**src/asd_pkg.sv**
```systemverilog
// ----------------------------------------------------------------------------
// asd_pkg
// Shared types, widths and constants of the adaptive spectral denoiser.
// ----------------------------------------------------------------------------
package asd_pkg;

  localparam int DEF_MAX_HARMONICS = 64;
  localparam int SAMPLE_W = 24;
  localparam int POWER_W = 47;
  localparam int GAIN_W = 17;
  localparam int SUM_W = 54;
  localparam int MERIT_W = 64;
  localparam int IDX_W = 6;

  localparam logic [GAIN_W-1:0] GAIN_ONE = 17'h10000;
  localparam logic [POWER_W-1:0] POWER_MAX = {POWER_W{1'b1}};

  localparam logic [1:0] REG_FILTER_MODE = 2'd0;
  localparam logic [1:0] REG_NOISE_BAND = 2'd1;
  localparam logic [1:0] REG_HOLD_GAINS = 2'd2;

  typedef enum logic [3:0] {
    ST_LOAD,
    ST_SUM_RD,
    ST_SUM_ACC,
    ST_GAIN_RD,
    ST_GAIN_CALC,
    ST_DIV,
    ST_CUT_SEL,
    ST_GAIN_WR,
    ST_OUT_RD,
    ST_OUT_MUL,
    ST_OUT_PUSH
  } asd_state_t;

endpackage

```
**src/asd_div.sv**
```systemverilog
// ----------------------------------------------------------------------------
// asd_div
// Restoring divider: 16 fraction bits of num/den, one bit per cycle.
// ----------------------------------------------------------------------------
module asd_div (
  input  logic                         clk,
  input  logic                         rst,
  input  logic                         start,
  input  logic [asd_pkg::MERIT_W-1:0]  num,
  input  logic [asd_pkg::MERIT_W-1:0]  den,
  output logic                         done,
  output logic [asd_pkg::GAIN_W-1:0]   quot
);
  import asd_pkg::*;

  logic [MERIT_W:0]   rem;
  logic [MERIT_W-1:0] dvs;
  logic [15:0]        q;
  logic [4:0]         cnt;
  logic               busy;
  logic               sat;
  logic [MERIT_W:0]   shifted;

  assign shifted = {rem[MERIT_W-1:0], 1'b0};

  always_ff @(posedge clk) begin
    if (rst) begin
      busy <= 1'b0;
      done <= 1'b0;
      cnt  <= '0;
    end else begin
      done <= 1'b0;
      if (start) begin
        busy <= 1'b1;
        cnt  <= '0;
        rem  <= {1'b0, num};
        dvs  <= den;
        q    <= '0;
        // a ratio of one or more gives unity gain
        sat  <= (num >= den);
      end else if (busy) begin
        if (shifted >= {1'b0, dvs}) begin
          rem <= shifted - {1'b0, dvs};
          q   <= {q[14:0], 1'b1};
        end else begin
          rem <= shifted;
          q   <= {q[14:0], 1'b0};
        end
        cnt <= cnt + 5'd1;
        if (cnt == 5'd15) begin
          busy <= 1'b0;
          done <= 1'b1;
        end
      end
    end
  end

  assign quot = sat ? GAIN_ONE : {1'b0, q};
endmodule
```
**config.mk**
```make
export PLATFORM = sky130hd
export DESIGN_NAME = asd_div
export DESIGN_NICKNAME = d
export VERILOG_FILES = /design/src/asd_pkg.sv /design/src/asd_div.sv
export SDC_FILE = /design/constraint.sdc
export NUM_CORES = 1
export LEC_CHECK = 0
export BUFFER_PORTS_ARGS = -buffer_cell sky130_fd_sc_hd__buf_4
export CORE_MARGIN = 2
export CORE_UTILIZATION = 50
export DETAILED_ROUTE_END_ITERATION = 16
export HOLD_SLACK_MARGIN = 0.06
export PLACE_DENSITY_LB_ADDON = 0.08
export SYNTH_ARGS = -nofsm -noshare
export SYNTH_HDL_FRONTEND = slang
export SYNTH_SLANG_ARGS = --single-unit
```
**constraint.sdc**
```tcl
create_clock -name clk -period 7.75 [get_ports clk]
set_clock_uncertainty 0.15 [all_clocks]
set_input_delay 1.55 -clock clk [delete_from_list [all_inputs] [get_ports clk]]
set_output_delay 1.55 -clock clk [all_outputs]
set_load 0.005 [all_outputs]
```
==> metrics <==
worst slew margin relative to its limit=0.342; GR met2 Demand/Resource=0.384; leakage dissipation=0.00618 uW; number of enable flip-flop cells after synthesis=145; CTS Root Buffer Type=clkbuf_16; placer congestion estimate=0.866; most common library cell in the layout ignoring fill and taps=buf_4; IO Pins=149; Worst Tran Pin Value=0.987 ns; Top delay family on crit path=compound AO/OA/AOI/OAI gates; final setup fails=0; maximum root-to-sink buffer count=2; Congestion Overflow GR=0; post-CTS setup buffer count=0; sum of buffers and inverters on the critical path=1; area delta synth->final=15.1%; total count of hold-check failures in the final report=0; average size of a mapped cell=9.33 um2; Setup CP Type=reg -> reg; number of search-and-repair iterations in the first detailed-routing pass=5; total routing usage reported by global routing=0.242; routed wire length=30.9 mm; peak supply drop=0.142 mV; share of the clock period used by the worst path after layout=0.642; detailed placement HPWL=23.5 mm; commonest cells after routing, fill and taps aside=buf_4, inv_1, edfxtp_1, ha_1, nand2_1; global routing usage on met3=0.0400; worst hold-check path type=reg -> reg; Setup TNS=0 ns; busiest metal layer after global routing=met2; maximum fanout along the worst path=82; initial core utilization=0.504; Std-Cell Rows=57; Yosys warnings=0; Gates resized, CTS repair=0; remaining number of nets flagged by the antenna check after routing=0; antenna violations before repair=0; number of global-route vias before repair=9746; share of flip-flops with an asynchronous set or reset=0; met1 track demand over resource in global routing=0.341; run status=complete, no violations; layout cells sized above 1=0.145; die width=160 um; routed length per instance=17.7 um; slack of the worst reg-to-reg path=2.77 ns; Yosys top cell by area=edfxtp_1; Initial DRC Count=648; Setup crit end kind=flop; maximum number of pins on one net before global-route repair=83; wire length of the first global-routing pass=50.0 mm; DRC violations left=0; number of vias after detailed routing=10100; Core Area=0.0241 mm2; Vias/cell=5.77; vertical die dimension=160 um; PwrDens=206 mW/mm2; count of max-cap constraint violations=0; largest cells by area after synthesis=edfxtp_1, ha_1, inv_1; Syn Std Cell Area=0.0122 mm2; quantity of hold-fixing buffers added after cts=0; maximum clock frequency=201 MHz; Ant. Diodes=0; portion of the post-synthesis area used by sequential elements=0.370; cell repeated most along the worst path=a21oi_1; instance count of the mapped netlist=1303; area enclosed by the die boundary=0.0256 mm2; net count of the mapped netlist=1565; DP Worst Slack=2.80 ns; data required time at the worst endpoint=7.80 ns; prevailing post-synth register cell=edfxtp_1; Inserted Clock Buffers=17; final worst slack=2.77 ns; post-layout min period=4.98 ns; number of pins with negative max-slew slack in the final report=0; TritonCTS clock tree=done; clock transition at the registers of the reported paths=0.07 ns; count of state elements after synthesis=152; arrival time worst endpoint=5.03 ns; slowest library cell on the worst path=buf_4; Buffers on Ports=148; setup repair after global routing missed its margin=no; critical-path cell list=ha_1 > a21o_1 > a21oi_1 > a21oi_1 > a211oi_1 > a311o_1 > a21oi_1 > o21bai_4 > buf_4 > mux2_4 > mux2_2; later-pin clock latency in the skew report=0.45 ns; Cell variety after synth=75; top cell type's share of synthesized area=0.358; CTS HTree Levels=4; Critical Path Max Stage Delay=0.73 ns; clk sinks=152; sort of element at the start of the critical path=flop; post-layout net count=1671
layout make-up:
type,count,area (um2)
Sequential cell,152,4490
Clock inverter,14,144
Multi-Input combinational cell,936,6780
Inverter,147,552
Fill cell,2215,10100
Clock buffer,18,450
Tap cell,324,405
Timing Repair Buffer,155,1160
state kept, by name, summed over array words and instances (netlist names):
register,flops
sat,1
dvs,64
cnt,5
busy,1
q,16
rem,64
done,1
cell usage after synthesis (6+ instances only):
cell type,n
nor3_1,18
o21ai_0,53
a21oi_1,89
a21o_1,47
inv_1,147
a31oi_1,14
nor2b_1,57
and3b_1,14
nor2_1,57
o211ai_1,9
edfxtp_1,145
a221o_1,20
nand2b_1,11
xnor2_1,35
buf_6,6
xor2_1,29
nand2_1,106
nand3_1,14
and3_1,10
buf_4,6
ha_1,130
o311ai_1,23
nand3b_1,37
clkbuf_1,36
o311ai_0,14
o21bai_1,9
dfxtp_1,7
buf_2,18
nand4_1,35
o31ai_1,10
nor4_1,6
a211oi_1,14
layer usage:
metal  part of all wire  wire length [um]  vias up
li1                   -                 -     5007
met1               0.47             14500     4728
met2               0.45             13900      284
met3              0.057              1770       49
met4              0.024               745        0
met5                  0                 0        -
final timing paths:
kind | start | endpoint | cells past startpoint
worst max-delay path | rem[2]$_DFFE_PP_ | rem[54]$_DFFE_PP_ | 11
worst min-delay path | cnt[4]$_SDFFE_PP0P_ | cnt[4]$_SDFFE_PP0P_ | 2
worst max register to register | rem[2]$_DFFE_PP_ | rem[54]$_DFFE_PP_ | 11
worst min register to register | cnt[4]$_SDFFE_PP0P_ | cnt[4]$_SDFFE_PP0P_ | 2
logic make-up after synthesis:
kind of cell             after synthesis  synth area share
AO/OA/AOI/OAI                        352             0.201
XOR/XNOR                              64            0.0461
adder cells (fa/ha/maj)              131             0.135
buffers and inverters                215            0.0739
flip-flops                           152             0.370
multiplexers                           5           0.00463
AND/OR/NAND/NOR                      384             0.169
worst register-to-register path: cells and delay by family (launching register included):
family                     cells  cell delay, ns
AOI/OAI and AO/OA              7            2.39
adders and majority gates      1            0.40
buffers and inverters          1            0.74
DFF                            1            0.40
muxes                          2            0.65
stage by stage:
step	total power, uW	std cells	hold slack (ns)	area [um2]	utilization
6_report	2880	1746	0.356	14000	0.580
5_1_grt	3050	1746	0.418	14000	0.580
4_1_cts	2890	1746	0.362	14000	0.580
3_5_place_dp	2030	1714	0.350	13400	0.556
3_3_place_gp	2020	1714	0.330	13400	0.556
2_1_floorplan	1780	1303	0.321	12200	-
power by group:
part | switching, uW | internal (uW) | leakage (uW) | total, uW
Clock | 408 | 449 | 0.000296 | 857
Sequential | 36.1 | 1000 | 0.00144 | 1040
Combinational | 582 | 407 | 0.00445 | 989
Power figures use the tool's default switching activity.
