### src/asd_ram.sv
// ----------------------------------------------------------------------------
// asd_ram
// Generic single-port-write, single-port-read memory with registered read.
// ----------------------------------------------------------------------------
module asd_ram #(
  parameter int WIDTH = 8,
  parameter int DEPTH = 64
) (
  input  logic                     clk,
  input  logic                     wr_en,
  input  logic [$clog2(DEPTH)-1:0] wr_addr,
  input  logic [WIDTH-1:0]         wr_data,
  input  logic [$clog2(DEPTH)-1:0] rd_addr,
  output logic [WIDTH-1:0]         rd_data
);
  logic [WIDTH-1:0] mem [DEPTH];

  always_ff @(posedge clk) begin
    if (wr_en) begin
      mem[wr_addr] <= wr_data;
    end
    rd_data <= mem[rd_addr];
  end
endmodule

### config.mk
export PLATFORM = sky130hd
export DESIGN_NAME = asd_ram
export DESIGN_NICKNAME = d
export VERILOG_FILES = /design/src/asd_ram.sv
export SDC_FILE = /design/constraint.sdc
export NUM_CORES = 1
export LEC_CHECK = 0
export CAP_MARGIN = 5
export CORE_MARGIN = 3
export CORE_UTILIZATION = 40
export CTS_CLUSTER_DIAMETER = 150
export DETAILED_ROUTE_END_ITERATION = 8
export DONT_BUFFER_PORTS = 1
export SKIP_LAST_GASP = 1
export SYNTH_ARGS = -nofsm -noshare
export SYNTH_HDL_FRONTEND = slang
export SYNTH_SLANG_ARGS = --single-unit
### constraint.sdc
create_clock -name clk -period 5.8 [get_ports clk]
set_input_delay 0.87 -clock clk [delete_from_list [all_inputs] [get_ports clk]]
set_output_delay 0.87 -clock clk [all_outputs]
set_load 0.005 [all_outputs]
==> results of run 1 <==
-- report_power, final --
group,total [mW],internal [mW],switching [mW]
combinational,0.213,0.121,0.0919
sequential,4.17,4.16,0.0129
clock,3.05,1.75,1.31
-- state kept, by name, summed over array words and instances, names as in the netlist --
register / flops
mem: 512
rd_data: 8
-- cell type report --
type,count,area share [%]
antenna,1,0.0113
clock buffer,68,6.23
clock inverter,18,0.597
multi-input combinational,369,19.5
sequential,520,69.9
tap,664,3.74
-- through the flow --
step           std cells  util [%]  cell area [sq um]  setup slack [ns]  hold WS, ns
4_1_cts             1639      45.0              22200              3.46        0.386
5_1_grt             1639      45.0              22200              3.37        0.383
3_5_place_dp        1553      41.9              20700              2.87        0.875
3_3_place_gp        1553      41.9              20700              2.92        0.882
6_report            1640      45.0              22200              3.53        0.408
2_1_floorplan        940         -              20200              3.26        0.718
-- final timing paths --
check | depth (start not counted) | end | from
setup reg to reg | 5 | rd_data[6] | mem[16][6]
hold reg to reg | 4 | rd_data[2] | mem[23][2]
hold / removal | 0 | mem[1][4] | wr_data[4]
setup / recovery | 5 | rd_data[6] | rd_addr[0]
-- cell families (layout without fill, tap and decap cells) --
kind of cell,after synthesis,after routing,synth area share (%)
DFF,520,520,77.0
muxes,162,162,15.9
and+or+nand+nor,153,153,3.39
AOI/OAI and AO/OA,54,54,2.07
buffers and inverters,51,86,1.57
other,0,1,0
-- layout by cell type, fill, tap and decap left out, drive strengths merged, types with 3 or more instances in the layout --
master / n
edfxtp: 512
mux4: 126
nor2: 83
clkbuf: 68
mux2i: 23
nand2: 19
clkinv: 15
nor2b: 14
mux2: 13
nand3: 13
o221ai: 8
o22ai: 8
dfxtp: 8
nand2b: 7
nor3: 7
a221oi: 6
a211oi: 4
o21ai: 4
nand3b: 3
a21oi: 3
a22oi: 3
o2111ai: 3
o2bb2ai: 3
-- metal layers --
| layer | wire (um) | track usage (%) | up-vias |
|---|---|---|---|
| met5 | 0 | 0 | - |
| met4 | 966 | 4.60 | 0 |
| met3 | 2330 | 3.16 | 66 |
| met2 | 21400 | 27.2 | 267 |
| met1 | 18800 | 23.1 | 4908 |
| li1 | - | - | 3928 |
-- worst max-delay path, cell delays in order --
cell and delay, ns:
mux4_2 0.53, mux2_2 0.30, o221a_2 0.28, nor3_1 0.38, o32ai_1 0.22
==> flow_summary_export.csv, run 1 <==
group,metric,value,unit
timing,clock.fmax,440,MHz
worst_setup_path,arrival,2.67,ns
placement,portBuffers,0,
floorplan,fp.dieH,231,um
global_routing,grtUsageTotal,16.7,%
global_routing,grt_pass1_vias,9580,
placement,dp_hpwl,24700,um
routing,num_vias,9169,
clock_network,ctsHoldBuffers,0,
synth,yosysUniqueCellTypes,40,
global_routing,grt_pass1_wl,65300,um
floorplan,initial_utilization,40.9,%
job,cap_violations,0,
worst_setup_path,worstSetupPathType,"in2reg",
min_path,min_path_type,"in2reg",
synth,syn_area,20200,sq um
synth,avgSynthCellArea,21.5,sq um
clock_network,cts_resized,0,
synth,synthTopCellsByArea,"edfxtp_1 76%, mux4_2 14%, nor2_1 1.5%",
routing,drt_iter0_markers,927,
cells_and_area,layout-drive-gt1-share,21.0,%
cells_and_area,layout.nets,964,
floorplan,rows,81,
timing,fin_crit,2.27,ns
timing,grt_setup_unrepaired,"no",
synth,syn_inst,940,
synth,yosysTopAreaCellShare,76.2,%
clock_network,clk_latency,0.56,ns
clock_network,post-cts-setup-buffer-count,0,
worst_setup_path,reg2reg_slack,3.63,ns
timing,fin_crit_sh,39.2,%
worst_setup_path,cp_max_fo,137,
timing,hold_viol,0,
clock_network,cts.clk_slew.worst_paths,0.06,ns
cells_and_area,syn_to_final_growth,10.1,%
routing,drtPass1Iterations,5,
floorplan,ios,30,
clock_network,numCtsBuffers,51,
clock_network,htree_levels,2,
worst_setup_path,crit_path_start_kind,"input pin",
routing,wirelength,43500,um
synth,post-synth-top-count-cell,"edfxtp_1",
global_routing,overflow,0,
clock_network,tritoncts,"done",
timing,clock-skew-final,0.00963,ns
cells_and_area,ff_latch_area,15500,sq um
global_routing,antenna_found_initial,0,
synth,synthFlopType,"edfxtp_1",
placement,gp_congestion,0.775,
routing,route.detailed.drc,0,
worst_setup_path,end_kind,"flip-flop",
timing,tns,0,ns
clock_network,cts_root_buf,"clkbuf_16",
routing,wl_per_cell,26.5,um
outcome,status,"finished, final reports clean",
routing,antenna_left,0,
pwr,p_leak,6.69,nW
pwr,power,7.44,mW
synth,ys_seq_area_share,77.0,%
synth,synth_area_leader_cell,"edfxtp_1",
global_routing,grt_max_degree,138,
synth,yosys_warnings,0,
pwr,ir_drop,207,uV
timing,worstMarginPinSlew,0.951,ns
synth,syn-num-nets,962,
synth,synth_edf_count,512,
pwr,power_density,335,nW/um^2
routing,viasPerCell,5.59,
synth,ys_ff_latch,520,
timing,setup-violations-final,0,
clock_network,cts_num_sinks,520,
clock_network,clock_path_buffers,3,
synth,synthTopCellsByCount,"512 x edfxtp_1, 126 x mux4_2, 83 x nor2_1",
timing,maxSlewViolCount,0,
cells_and_area,fillerInstances,4110,
worst_setup_path,crit_required,6.20,ns
cells_and_area,multi_input_area,4330,sq um
floorplan,die_width,231,um
floorplan,die_area,53100,sq um
timing,max-slew-margin-rel,36.4,%
synth,async_flop_share,0,%
floorplan,coreArea,49400,sq um
Power figures use the tool's default switching activity.
==> run 2, diff against run 1 <==
==> constraint.sdc (replaced) <==
create_clock -name clk -period 1.9 [get_ports clk]
set_input_delay 0.285 -clock clk [delete_from_list [all_inputs] [get_ports clk]]
set_output_delay 0.285 -clock clk [all_outputs]
set_load 0.005 [all_outputs]
==> run 2 against run 1 <==
  * The flow now finishes with violations (hold timing)
  * Non-clock buffer count increased by 104
  * First-iteration DRC count increased by 23%
  * Worst hold slack lost 0.50 ns
  * Combinational power grew to 4.4 times the previous value
  * Design area increased by 4.8%
  * Global-route usage grew 0.69 points
  * Critical path type is now reg2reg
  * Total power rose to 3.1 times the previous value
  * Worst setup slack worse by 3.5 ns
==> flow_summary_export.csv, run 2 (synthesis results as in run 1) <==
group,metric,value,unit
min_path,hold_depth,2,
clock_network,numCtsBuffers,50,
timing,tns,0,ns
timing,maxSlewViolCount,0,
clock_network,cts.clk_slew.worst_paths,0.06,ns
global_routing,grt_pass1_wl,67600,um
outcome,status,"complete, but fails checks",
placement,dp_hpwl,25400,um
cells_and_area,layout-drive-gt1-share,29.2,%
global_routing,grtUsageTotal,17.3,%
job,cap_violations,0,
worst_setup_path,r2r-start,"mem[50][5]",
cells_and_area,final_area,23300,sq um
floorplan,rows,81,
routing,route.detailed.drc,0,
cells_and_area,finalNonFillerCells,1749,
worst_setup_path,ff2ff_path_depth,4,
placement,gp_congestion,0.769,
routing,wirelength,45000,um
clock_network,tritoncts,"done",
cells_and_area,syn_to_final_growth,15.4,%
global_routing,grt_pass1_vias,9972,
global_routing,grt_max_degree,138,
floorplan,coreArea,49400,sq um
cells_and_area,largestRegisters,"mem: 512 flops, rd_data: 8 flops",
cells_and_area,largest_reg_flops,512,
floorplan,fp.dieH,231,um
min_path,hold_start,"rd_addr[3]",
timing,setup-violations-final,0,
routing,drt_iter0_markers,1140,
worst_setup_path,reg2reg_slack,0.02,ns
timing,clock.fmax,533,MHz
worst_setup_path,crit_top_cell,"mux4_2",
pwr,ir_drop,594,uV
timing,grt_setup_unrepaired,"yes",
timing,hold_ws,-0.0888,ns
placement,dp_slack,-0.251,ns
clock_network,post-cts-setup-buffer-count,0,
worst_setup_path,r2r_end,"rd_data[5]",
routing,viasPerCell,5.51,
placement,place_inst,1646,
outcome,failed_checks,"hold timing",
timing,fin_crit_sh,98.8,%
timing,fin_crit,1.88,ns
clock_network,ctsHoldBuffers,11,
clock_network,cts_root_buf,"clkbuf_16",
routing,wl_per_cell,25.7,um
worst_setup_path,slowest_stage,"mux4_2",
clock_network,clock_path_buffers,3,
floorplan,initial_utilization,40.9,%
worst_setup_path,crit_path_start_kind,"flip-flop",
placement,place_area,21400,sq um
timing,worst_slack,0.0228,ns
routing,drtPass1Iterations,5,
clock_network,htree_levels,2,
cells_and_area,regMostFlops,"mem",
floorplan,ios,30,
worst_setup_path,arrival,2.30,ns
routing,antenna_left,0,
min_path,whs_endpoint,"rd_data[3]",
worst_setup_path,crit_required,2.32,ns
routing,num_vias,9639,
worst_setup_path,end_kind,"flip-flop",
clock_network,cts_num_sinks,520,
worst_setup_path,cp_max_fo,1,
worst_setup_path,path_cells,"mux4_2, mux4_2, o21ai_1, o41ai_2",
cells_and_area,final_cell_mix,"512 x edfxtp_1, 126 x mux4_2, 92 x buf_4",
timing,max-slew-margin-rel,56.2,%
floorplan,die_area,53100,sq um
global_routing,overflow,0,
min_path,min_path_type,"in2reg",
timing,hold_viol,5,
cells_and_area,layout.nets,1067,
worst_setup_path,worstSetupPathType,"reg2reg",
pwr,p_leak,7.35,nW
pwr,power_density,997,nW/um^2
clock_network,clk_latency,0.59,ns
worst_setup_path,crit_path_max_incr_delay,0.49,ns
timing,worstMarginPinSlew,0.654,ns
floorplan,die_width,231,um
timing,clock-skew-final,0.0208,ns
global_routing,antenna_found_initial,1,
cells_and_area,final_common_cell,"edfxtp_1",
placement,portBuffers,0,
[run 2: changes by cell type in the layout (fill, tap and decap cells not counted), sizes merged]
| cell | change |
|---|---|
| dlygate4sd3 | +3 |
| clkbuf | -9 |
| bufinv | +2 |
| inv | +2 |
| buf | +101 |
| clkinv | +10 |
[run 2: how the worst max path moves through the flow]
stage / from / end / slack (ns) / cells after the start
floorplan: rd_addr[1] / rd_data[3] / 0.007 / 7
global placement: rd_addr[0] / rd_data[7] / -0.21 / 4
detailed placement: rd_addr[0] / rd_data[7] / -0.25 / 4
CTS: mem[52][7] / rd_data[7] / -0.04 / 4
global route: mem[0][5] / rd_data[5] / -0.05 / 5
finish: mem[50][5] / rd_data[5] / 0.02 / 4
[run 2: area by class of cell]
cell class / instances / area (sq um)
fill: 4085 / 26100
sequential: 520 / 15500
multi-input combinational: 369 / 4390
clock buffer: 59 / 1290
timing repair buffer: 104 / 952
tap: 664 / 831
clock inverter: 32 / 262
antenna: 1 / 2.50
[run 2: repair_timing]
item | 4_1_cts | 5_1_grt
resized for setup | 9 | 7
pin swaps | 0 | 3
endpoints found under the hold margin | 520 | 5
setup endpoints to repair | 6 | 8
[run 2: power breakdown]
group	internal (mW)	leakage, nW	switching [mW]
registers	12.7	4.67	0.0430
clock network	5.40	0.764	4.13
logic	0.466	1.92	0.474
[run 2: routing by layer]
| metal | vias up | wire length, um | GRT usage, % | part of all wire (%) |
|---|---|---|---|---|
| met1 | 5122 | 19000 | 24.2 | 42 |
| met3 | 61 | 3180 | 4.02 | 7.1 |
| met4 | 0 | 1260 | 5.34 | 2.8 |
| met2 | 310 | 21600 | 27.3 | 48 |
| met5 | - | 0 | 0 | 0 |
| li1 | 4146 | - | - | - |
[run 2: critical path: cells and delay by family (launching register included)]
kind,cells,cell delay [ns]
AO/OA/AOI/OAI,2,0.37
multiplexers,2,0.97
flip-flops,1,0.36
[run 2: through the flow]
step	power, mW	utilization [%]
5_1_grt	23.9	47.1
2_1_floorplan	13.6	-
3_5_place_dp	13.7	43.3
4_1_cts	23.4	47.1
6_report	23.2	47.1
3_3_place_gp	13.7	43.3
